## config.mk

```make
export PLATFORM = sky130hd
export DESIGN_NAME = srcc_back_flat
export DESIGN_NICKNAME = d
export VERILOG_FILES = /design/src/design/srcc_pkg.sv /design/src/design/srcc_if.sv /design/src/design/srcc_back.sv /design/src/flat_wrapper.sv
export SDC_FILE = /design/constraint.sdc
export NUM_CORES = 1
export LEC_CHECK = 0
export BUFFER_PORTS_ARGS = -buffer_cell sky130_fd_sc_hd__buf_2
export CAP_MARGIN = 25
export CORE_UTILIZATION = 30
export CTS_CLUSTER_DIAMETER = 30
export DETAILED_ROUTE_END_ITERATION = 10
export PLACE_DENSITY = 0.48
export SLEW_MARGIN = 20
export SYNTH_ARGS = -nofsm -noshare
export SYNTH_HDL_FRONTEND = slang
export SYNTH_SLANG_ARGS = --single-unit
```

## constraint.sdc

```tcl
create_clock -name clock -period 6.32 [get_ports clock]
set_input_delay 1.264 -clock clock [delete_from_list [all_inputs] [get_ports clock]]
set_output_delay 1.264 -clock clock [all_outputs]
set_load 0.005 [all_outputs]
```

## src/design/srcc_pkg.sv

```systemverilog
// ----------------------------------------------------------------------------
// srcc_pkg: shared types and constants of the stored record checker
// crc step, header constants, status codes and queue entry format
// ----------------------------------------------------------------------------
package srcc_pkg;

   localparam int unsigned MaxPayload = 4096;
   localparam logic [31:0] CrcPoly    = 32'hedb88320;
   localparam logic [12:0] HdrSize    = 13'd24;
   localparam logic [12:0] CrcHdrEnd  = 13'd20;
   localparam logic [6:0]  KeyMax     = 7'd64;
   localparam logic [12:0] OffsetMax  = 13'd8191;
   localparam logic [7:0]  MagicR     = 8'h52;
   localparam logic [7:0]  MagicN     = 8'h4e;
   localparam logic [7:0]  MagicS     = 8'h53;

   localparam logic [0:0] FuncKey    = 1'b0;
   localparam logic [0:0] FuncRecord = 1'b1;
   localparam logic [0:0] KindPayload = 1'b0;
   localparam logic [0:0] KindStatus  = 1'b1;

   localparam logic [0:0] CsrVersion  = 1'b0;
   localparam logic [0:0] CsrCapacity = 1'b1;

   typedef enum logic [1:0] {
      ST_OK        = 2'd0,
      ST_BAD_KEY   = 2'd1,
      ST_MALFORMED = 2'd2,
      ST_OVERFLOW  = 2'd3
   } status_type;

   // entry from the front part to the back part
   typedef struct packed {
      logic        func;
      logic [7:0]  data_byte;
      logic        last;
   } item_type;

   typedef struct packed {
      logic        kind;
      logic [7:0]  payload_byte;
      logic [1:0]  status;
      logic [31:0] generation;
      logic [12:0] stated_length;
      logic        final_res;
   } result_type;

   function automatic logic [31:0] crc_byte(input logic [31:0] crc, input logic [7:0] b);
      logic [31:0] c;
      c = crc ^ {24'd0, b};
      for (int i = 0; i < 8; i++) begin
         c = (c >> 1) ^ (c[0] ? CrcPoly : 32'd0);
      end
      return c;
   endfunction

endpackage

```

## src/design/srcc_if.sv

```systemverilog


interface srcc_rsp_if;
   logic        valid;
   logic        ready;
   logic        kind;
   logic [7:0]  payload_byte;
   logic [1:0]  status;
   logic [31:0] generation;
   logic [12:0] stated_length;
   logic        final_res;
   modport source (output valid, kind, payload_byte, status, generation,
                   stated_length, final_res, input ready);
   modport sink   (input valid, kind, payload_byte, status, generation,
                   stated_length, final_res, output ready);
endinterface


```

## src/design/srcc_back.sv

```systemverilog
// ----------------------------------------------------------------------------
// srcc_back: record checking engine
// key tag, header checks, crc and final status, with a two-slot output stage
// ----------------------------------------------------------------------------
module srcc_back import srcc_pkg::*; (
   input  logic        clock,
   input  logic        reset,
   input  logic [15:0] record_version,
   input  logic [12:0] output_capacity,
   input  logic        in_valid,
   output logic        in_ready,
   input  item_type    in_data,
   srcc_rsp_if.source  rsp
);
   logic [6:0]  key_count_ff, key_count_in;
   logic [31:0] key_crc_ff, key_crc_in;
   logic [12:0] byte_offset_ff, byte_offset_in;
   logic [31:0] record_crc_ff, record_crc_in;
   logic        header_bad_ff, header_bad_in;
   logic [31:0] decl_len_ff, decl_len_in;
   logic [31:0] gen_ff, gen_in;
   logic [31:0] chk_ff, chk_in;

   // output stage: up to two results (payload then status)
   result_type  slot_ff [2];
   result_type  slot_in [2];
   logic [1:0]  cnt_ff, cnt_in;

   result_type  pay_res, sta_res;
   logic        want_pay, want_sta, take, pop;
   logic [12:0] pos;
   logic [31:0] crc_step, tag;
   logic [7:0]  b, expect_b;
   logic        check_b;
   logic [1:0]  st;
   logic [31:0] g_out;
   logic [12:0] l_out;

   assign pop      = rsp.valid && rsp.ready;
   // accept when there is room for two results after this cycle's pop
   assign in_ready = (cnt_ff == 2'd0) || (cnt_ff == 2'd1 && pop);
   assign take     = in_valid && in_ready;
   assign rsp.valid          = (cnt_ff != 2'd0);
   assign rsp.kind           = slot_ff[0].kind;
   assign rsp.payload_byte   = slot_ff[0].payload_byte;
   assign rsp.status         = slot_ff[0].status;
   assign rsp.generation     = slot_ff[0].generation;
   assign rsp.stated_length  = slot_ff[0].stated_length;
   assign rsp.final_res      = slot_ff[0].final_res;

   assign b   = in_data.data_byte;
   assign pos = byte_offset_ff;

   always_comb begin
      key_count_in   = key_count_ff;
      key_crc_in     = key_crc_ff;
      byte_offset_in = byte_offset_ff;
      record_crc_in  = record_crc_ff;
      header_bad_in  = header_bad_ff;
      decl_len_in    = decl_len_ff;
      gen_in         = gen_ff;
      chk_in         = chk_ff;
      want_pay       = 1'b0;
      want_sta       = 1'b0;
      expect_b       = 8'd0;
      check_b        = 1'b0;
      tag            = ~key_crc_ff;
      crc_step       = crc_byte(record_crc_ff, b);
      st             = ST_OK;
      g_out          = 32'd0;
      l_out          = 13'd0;
      if (take) begin
         if (in_data.func == FuncKey) begin
            if (byte_offset_ff != 13'd0) begin
               byte_offset_in = '0;
               record_crc_in  = '1;
               header_bad_in  = 1'b0;
               decl_len_in    = '0;
               gen_in         = '0;
               chk_in         = '0;
               key_crc_in     = crc_byte('1, b);
               key_count_in   = 7'd1;
            end else begin
               key_crc_in = crc_byte(key_crc_ff, b);
               if (key_count_ff <= KeyMax) begin
                  key_count_in = key_count_ff + 7'd1;
               end
            end
         end else begin
            if (pos >= OffsetMax) begin
               header_bad_in = 1'b1;
            end else begin
               byte_offset_in = pos + 13'd1;
            end
            if (pos < CrcHdrEnd) begin
               record_crc_in = crc_step;
               check_b = 1'b1;
               priority if (pos == 13'd0) expect_b = MagicR;
               else if (pos == 13'd1) expect_b = MagicN;
               else if (pos == 13'd2) expect_b = MagicS;
               else if (pos == 13'd3) expect_b = MagicN;
               else if (pos == 13'd4) expect_b = record_version[15:8];
               else if (pos == 13'd5) expect_b = record_version[7:0];
               else if (pos == 13'd6) expect_b = 8'd0;
               else if (pos == 13'd7) expect_b = HdrSize[7:0];
               else if (pos < 13'd12) begin
                  check_b = 1'b0;
                  gen_in  = {gen_ff[23:0], b};
               end else if (pos < 13'd16) begin
                  // tag bytes most significant first
                  expect_b = tag[{~pos[1:0], 3'b000} +: 8];
               end else begin
                  check_b     = 1'b0;
                  decl_len_in = {decl_len_ff[23:0], b};
                  if (pos == 13'd19 && decl_len_in > MaxPayload) begin
                     header_bad_in = 1'b1;
                  end
               end
               if (check_b && b != expect_b) begin
                  header_bad_in = 1'b1;
               end
            end else if (pos < HdrSize) begin
               chk_in = {chk_ff[23:0], b};
            end else begin
               record_crc_in = crc_step;
               want_pay      = 1'b1;
            end
            if (in_data.last) begin
               want_sta = 1'b1;
               if (key_count_ff == 7'd0 || key_count_ff > KeyMax) begin
                  st = ST_BAD_KEY;
               end else if (byte_offset_in < HdrSize || header_bad_in ||
                            decl_len_in > MaxPayload ||
                            {19'd0, byte_offset_in} != 32'd24 + decl_len_in ||
                            ~record_crc_in != chk_in) begin
                  st = ST_MALFORMED;
               end else if (gen_in == 32'd0) begin
                  st    = ST_MALFORMED;
                  l_out = decl_len_in[12:0];
               end else begin
                  g_out = gen_in;
                  l_out = decl_len_in[12:0];
                  st    = (output_capacity < decl_len_in[12:0]) ? ST_OVERFLOW : ST_OK;
               end
               key_count_in   = '0;
               key_crc_in     = '1;
               byte_offset_in = '0;
               record_crc_in  = '1;
               header_bad_in  = 1'b0;
               decl_len_in    = '0;
               gen_in         = '0;
               chk_in         = '0;
            end
         end
      end
      pay_res = '{kind: KindPayload, payload_byte: b, status: ST_OK,
                  generation: 32'd0, stated_length: 13'd0, final_res: 1'b0};
      sta_res = '{kind: KindStatus, payload_byte: 8'd0, status: st,
                  generation: g_out, stated_length: l_out, final_res: 1'b1};
   end

   // output slot update
   always_comb begin
      logic [1:0] base;
      base       = cnt_ff - {1'b0, pop};
      slot_in[0] = pop ? slot_ff[1] : slot_ff[0];
      slot_in[1] = slot_ff[1];
      if (want_pay && want_sta) begin
         slot_in[0] = pay_res;
         slot_in[1] = sta_res;
      end else if (want_pay || want_sta) begin
         if (base == 2'd0) slot_in[0] = want_pay ? pay_res : sta_res;
         else              slot_in[1] = want_pay ? pay_res : sta_res;
      end
      cnt_in = base + {1'b0, want_pay} + {1'b0, want_sta};
   end

   always_ff @(posedge clock) begin
      if (reset) begin
         key_count_ff   <= '0;
         key_crc_ff     <= '1;
         byte_offset_ff <= '0;
         record_crc_ff  <= '1;
         header_bad_ff  <= 1'b0;
         decl_len_ff    <= '0;
         gen_ff         <= '0;
         chk_ff         <= '0;
         cnt_ff         <= '0;
      end else begin
         key_count_ff   <= key_count_in;
         key_crc_ff     <= key_crc_in;
         byte_offset_ff <= byte_offset_in;
         record_crc_ff  <= record_crc_in;
         header_bad_ff  <= header_bad_in;
         decl_len_ff    <= decl_len_in;
         gen_ff         <= gen_in;
         chk_ff         <= chk_in;
         cnt_ff         <= cnt_in;
      end
   end

   always_ff @(posedge clock) begin
      slot_ff[0] <= slot_in[0];
      slot_ff[1] <= slot_in[1];
   end
endmodule

```

## src/flat_wrapper.sv

```systemverilog
// flat-port wrapper written by rule: the top's interface ports become plain ports
module srcc_back_flat import srcc_pkg::*;
  (clock, reset, record_version, output_capacity, in_valid, in_ready, in_data, rsp_valid, rsp_kind, rsp_payload_byte, rsp_status, rsp_generation, rsp_stated_length, rsp_final_res, rsp_ready);
  srcc_rsp_if rsp_i ();
  input  logic clock;
  input  logic reset;
  input  logic [15:0] record_version;
  input  logic [12:0] output_capacity;
  input  logic in_valid;
  output logic in_ready;
  input  item_type in_data;
  output wire logic [$bits(rsp_i.valid)-1:0] rsp_valid;
  output wire logic [$bits(rsp_i.kind)-1:0] rsp_kind;
  output wire logic [$bits(rsp_i.payload_byte)-1:0] rsp_payload_byte;
  output wire logic [$bits(rsp_i.status)-1:0] rsp_status;
  output wire logic [$bits(rsp_i.generation)-1:0] rsp_generation;
  output wire logic [$bits(rsp_i.stated_length)-1:0] rsp_stated_length;
  output wire logic [$bits(rsp_i.final_res)-1:0] rsp_final_res;
  input wire logic [$bits(rsp_i.ready)-1:0] rsp_ready;
  assign rsp_valid = rsp_i.valid;
  assign rsp_kind = rsp_i.kind;
  assign rsp_payload_byte = rsp_i.payload_byte;
  assign rsp_status = rsp_i.status;
  assign rsp_generation = rsp_i.generation;
  assign rsp_stated_length = rsp_i.stated_length;
  assign rsp_final_res = rsp_i.final_res;
  assign rsp_i.ready = rsp_ready;
  srcc_back u_core (.clock(clock), .reset(reset), .record_version(record_version), .output_capacity(output_capacity), .in_valid(in_valid), .in_ready(in_ready), .in_data(in_data), .rsp(rsp_i));
endmodule
```

==> results of run 1 <==
[where the power goes]
part           total [mW]  leakage (nW)  switching (mW)  internal (mW)
sequential           2.36          2.48           0.195           2.16
combinational        2.88          4.90            1.62           1.26
clock                4.58          1.51            1.25           3.33
[cells in the mapped netlist (29+ instances only)]
library cell,n,share of area
nor4_2,29,0.019
a21oi_1,106,0.028
nand3_1,33,0.0087
nor3_1,40,0.011
clkbuf_1,141,0.028
dfxtp_1,249,0.26
nand2b_1,55,0.018
nor2_1,208,0.041
inv_1,29,0.0057
o31ai_1,38,0.015
nand2_1,270,0.053
edfxtp_1,47,0.074
buf_4,57,0.023
a22oi_1,88,0.035
o21ai_0,64,0.017
xnor2_1,168,0.078
mux2i_1,61,0.032
xor2_1,80,0.037
o22ai_1,51,0.017
nor4_1,46,0.015
[critical path, stage by stage]
cell and delay, ns:
buf_2 0.09, buf_4 0.29, xnor2_1 0.20, xnor2_1 0.85, xnor3_1 0.52, xnor2_1 0.14
or4_1 0.52, o32ai_1 0.31, nand4b_1 0.17, or4_2 0.55, buf_4 0.34, nor4_1 0.32
[cell type report]
type / instances / area, sq um
Multi-Input combinational cell: 1662 / 11300
Inverter: 31 / 118
Fill cell: 6297 / 39100
Tap cell: 837 / 1050
Clock inverter: 37 / 637
Timing Repair Buffer: 166 / 1000
Sequential cell: 296 / 6400
Clock buffer: 117 / 2460
[path summary, 6_finish.rpt]
kind | from | to | slack, ns | cells after the start
worst min register to register | u_core.slot_ff[0][7] | u_core.slot_ff[0][7] | 0.45 | 2
worst max-delay path | in_data[5] | u_core.slot_ff[0][73] | 1.11 | 12
worst max register to register | u_core.byte_offset_ff[5] | u_core.slot_ff[0][104] | 1.22 | 17
worst min-delay path | u_core.slot_ff[0][7] | u_core.slot_ff[0][7] | 0.45 | 2
[stage by stage]
| step | util | instance area (sq um) | worst slack (ns) | hold slack, ns | total power, mW |
|---|---|---|---|---|---|
| 2_1_floorplan | - | 19000 | 0.954 | 0.437 | 4.60 |
| 3_3_place_gp | 0.320 | 19900 | 0.714 | 0.444 | 5.23 |
| 3_5_place_dp | 0.320 | 19900 | 0.611 | 0.446 | 5.24 |
| 4_1_cts | 0.370 | 23000 | 1.19 | 0.451 | 9.89 |
| 5_1_grt | 0.370 | 23000 | 0.880 | 0.476 | 10.3 |
| 6_report | 0.370 | 23000 | 1.11 | 0.447 | 9.82 |
[flip-flops by register name, indices dropped and copies added, names as in the netlist]
signal,count
u_core.slot_ff,113
u_core.chk_ff,32
u_core.decl_len_ff,32
u_core.gen_ff,32
u_core.key_crc_ff,32
u_core.record_crc_ff,32
u_core.byte_offset_ff,13
u_core.key_count_ff,7
u_core.cnt_ff,2
u_core.header_bad_ff,1
[kinds of logic (layout without fill, tap and decap cells)]
family	after synthesis	in the layout	synth area share
buffers and inverters	266	351	0.0670
flip-flops	296	296	0.337
AO/OA/AOI/OAI	481	481	0.169
adder cells (fa/ha/maj)	24	24	0.0162
multiplexers	72	72	0.0435
XOR/XNOR	280	280	0.152
AND/OR/NAND/NOR	805	805	0.215
[routing by layer]
layer / global-route usage / share of wire / wire (um) / up-vias
met5: 0 / 0 / 0 / -
met4: 0.0661 / 0.023 / 1530 / 0
met3: 0.0336 / 0.056 / 3680 / 110
met2: 0.315 / 0.45 / 29200 / 553
met1: 0.282 / 0.47 / 31100 / 8356
li1: - / - / - / 7981
==> impl_metrics.json, run 1 <==
{
  "place_inst": 2991,
  "antenna_found_initial": 0,
  "synth.distinct_cells": 88,
  "synth-seq-cells": 296,
  "max_cap_violations": 0,
  "cts-htree-levels": 3,
  "ys_seq_area_frac": 0.337,
  "synth_edf_count": 47,
  "ctsResizeCount": 0,
  "fin_setup_tns_ns": 0,
  "synth.avg_cell_area_sq_um": 8.53,
  "min_period_ns": 5.21,
  "cts.sinks": 296,
  "chipWidth_um": 253,
  "die_y_um": 253,
  "clk_latency_ns": 0.61,
  "yosysWarnings": 0,
  "core_sq_um": 62100,
  "powerDensity_nw_per_um2": 427,
  "grt_max_degree": 71,
  "cts_buffers": 84,
  "cts_hold_buf": 0,
  "dr.pass1.iters": 7,
  "clockBufferDepth": 3,
  "max-slew-margin-rel": 0.319,
  "crit_type": "in2reg",
  "synthFlopType": "dfxtp_1",
  "numPortBuffers": 101,
  "netlist_instances": 2224,
  "hold_viol_final": 0,
  "final_max_slew_viol_count": 0,
  "drc": 0,
  "via_per_inst": 5.40,
  "drt_iter0_drc": 1396,
  "fin_cells": 3146,
  "area_delta_synth_final_pct": 21.2,
  "grt_util_all_layers": 0.202,
  "max_freq_mhz": 192,
  "drive_above_1_share": 0.164,
  "end_kind": "flop",
  "p_leak_nw": 8.90,
  "ys_async_sr_fraction": 0,
  "min_period_over_period": 0.825,
  "wl_per_cell_um": 20.8,
  "root_buffer": "clkbuf_16",
  "required_ns": 6.74,
  "n_antenna_cell": 0,
  "finalSetupViolCount": 0,
  "gr-total-overflow": 0,
  "rows": 91,
  "vias": 17000,
  "worst_clock_skew_ns": 0.0249,
  "hold_path.class": "reg2reg",
  "rsz0062_at_grt": "false",
  "synth_nets": 2291,
  "critPathLaunchType": "input pin",
  "most-common-layout-cells": "nand2_1 (268), dfxtp_1 (249), nor2_1 (205), xnor2_1 (168), a21oi_1 (106)",
  "synth_area_sq_um": 19000,
  "place.detailed.hpwl_um": 45300,
  "wl_um": 65500,
  "tightest_slew_ns": 1.01,
  "mostFrequentLayoutCell": "nand2_1",
  "grt_pass1_vias": 16418,
  "fin_nets": 2308,
  "gp_congestion": 0.905,
  "io_pins": 102,
  "cts.clk_slew.worst_paths_ns": 0.04,
  "outcome": "finished, final reports clean",
  "final_antenna_net_count": 0,
  "ir_worst_vdd_mv": 0.194,
  "worstPathArrival_ns": 5.63,
  "grt_pass1_wl_um": 101000,
  "post_cts_buffers": 0,
  "dieArea_sq_um": 64200,
  "critPathMaxFanout": 45,
  "cts_tree": "done",
  "initial_core_util": 0.306
}
(Power assumes the default switching activity.)
==> run 2, diff against run 1 <==
- clock period: 6.32 -> 4.83 ns (I/O delays scaled with it)
==> impl_metrics.json, run 2 (synthesized netlist as in run 1, its figures left out) <==
{
  "r2r_end": "u_core.slot_ff[0][100]",
  "chipWidth_um": 253,
  "pwr-share-comb": 0.310,
  "largest_reg_flops": 113,
  "drc": 0,
  "cts_buffers": 84,
  "dp_slack_ns": 0.0771,
  "p_leak_nw": 9.10,
  "hold_path.class": "reg2reg",
  "core_sq_um": 62100,
  "min_period_ns": 4.63,
  "p_int_mw": 8.36,
  "n_antenna_cell": 0,
  "numPortBuffers": 101,
  "ff2ff_path_depth": 11,
  "rows": 91,
  "largest_register": "u_core.slot_ff",
  "area_delta_synth_final_pct": 22.8,
  "finalSetupViolCount": 0,
  "worst_clock_skew_ns": 0.0366,
  "max-slew-margin-rel": 0.308,
  "io_pins": 102,
  "grt_max_degree": 91,
  "drive_above_1_share": 0.186,
  "power_switching_mw": 4.04,
  "cts_tree": "done",
  "place_area_sq_um": 20400,
  "outcome": "finished, final reports clean",
  "swShare": 0.326,
  "endpoint": "u_core.slot_ff[0][100]",
  "max_freq_mhz": 216,
  "startpoint": "u_core.byte_offset_ff[5]",
  "antenna_found_initial": 0,
  "crit_type": "reg2reg",
  "clk_latency_ns": 0.62,
  "required_ns": 5.26,
  "gr-total-overflow": 0,
  "via_per_inst": 5.32,
  "wl_um": 64600,
  "rsz0062_at_grt": "true",
  "mostFrequentLayoutCell": "nand2_1",
  "most-common-layout-cells": "nand2_1 (268), dfxtp_1 (249), nor2_1 (205), xnor2_1 (168), buf_4 (119)",
  "max_cap_violations": 0,
  "final_antenna_net_count": 0,
  "vias": 17035,
  "worstPathArrival_ns": 5.06,
  "min_period_over_period": 0.958,
  "wl_per_cell_um": 20.2,
  "critPathMaxFanout": 45,
  "initial_core_util": 0.306,
  "cts-htree-levels": 3,
  "tightest_slew_ns": 1.03,
  "fin_ws_ns": 0.201,
  "ir_worst_vdd_mv": 0.235,
  "design_area_sq_um": 23300,
  "die_y_um": 253,
  "dr.pass1.iters": 6,
  "fin_cells": 3203,
  "grt_util_all_layers": 0.201,
  "place.detailed.hpwl_um": 46200,
  "cts.sinks": 296,
  "critPathLaunchType": "flop",
  "root_buffer": "clkbuf_16",
  "hold_start": "u_core.slot_ff[0][12]",
  "drt_iter0_drc": 1363,
  "final_max_slew_viol_count": 0,
  "clockBufferDepth": 3,
  "cts.clk_slew.worst_paths_ns": 0.04,
  "p_seq_frac": 0.248,
  "hold_ws_ns": 0.449,
  "hold_viol_final": 0,
  "grt_pass1_wl_um": 100000,
  "clkPwrFrac": 0.442,
  "grt_pass1_vias": 16820,
  "powerDensity_nw_per_um2": 533,
  "gp_congestion": 0.906,
  "reg2reg_from": "u_core.byte_offset_ff[5]",
  "end_kind": "flop",
  "cts_hold_buf": 0,
  "fin_nets": 2365,
  "place_inst": 3048,
  "r2r_setup_slack_ns": 0.20,
  "p_total_mw": 12.4,
  "dieArea_sq_um": 64200
}
[run 2: cell count changes in the layout (fill, tap and decap cells not counted), sizes merged]
cell      previous run  this run
inv                 30        31
clkbuf             118       116
clkinv              17        23
buf                165       223
bufinv              16         6
clkinvlp             5         9
[run 2: area by class of cell]
type                    count  area, sq um
clock buffers             116         2400
clock inverters            38          487
fillers                  6326        38800
inverters                  31          116
multi-input cells        1662        11400
flip-flops and latches    296         6400
well taps                 837         1050
repair buffers            223         1470
[run 2: timing repair]
action,CTS,global route
gates resized for setup,0,1
endpoints found under the hold margin,0,0
buffers inserted,0,1
setup endpoints to repair,0,13
[run 2: worst max-delay path: stages, from the launching register on]
cell	delay, ns
dfxtp_1	0.31
or4_4	0.57
nor3_4	0.24
buf_4	0.43
mux2i_1	0.43
nand3_1	0.20
a211oi_2	0.25
or3b_1	0.37
or4_1	0.39
or4_2	0.70
buf_12	0.22
nor4_2	0.28
[run 2: worst min path at each step]
stage                                       end  depth (start not counted)
final                     u_core.slot_ff[0][12]                          2
after CTS                 u_core.slot_ff[0][12]                          2
after floorplan           u_core.slot_ff[0][10]                          2
after global placement    u_core.slot_ff[0][12]                          2
after detailed placement  u_core.slot_ff[0][12]                          2
after global routing       u_core.slot_ff[0][7]                          2
[run 2: power by group through the flow]
| stage | Sequential (mW) | Clock [mW] | Combinational [mW] |
|---|---|---|---|
| after detailed placement | 3.11 | 0 | 3.82 |
| final | 3.07 | 5.48 | 3.84 |
| after CTS | 3.07 | 5.57 | 3.85 |
| after global routing | 3.11 | 5.73 | 4.22 |
| after floorplan | 3.02 | 0 | 3.00 |
| after global placement | 3.11 | 0 | 3.81 |
[run 2: stage by stage]
step	setup TNS, ns	utilization
floorplan	0	-
global placement	0	0.328
detailed placement	0	0.328
CTS	0	0.375
global route	-0.0349	0.375
finish	0	0.375
[run 2: per-layer routing]
layer	wire, um	vias to the layer above	track usage
met4	1430	0	0.0641
met2	29400	570	0.320
li1	-	8094	-
met1	29900	8273	0.272
met3	3860	98	0.0392
met5	0	-	0
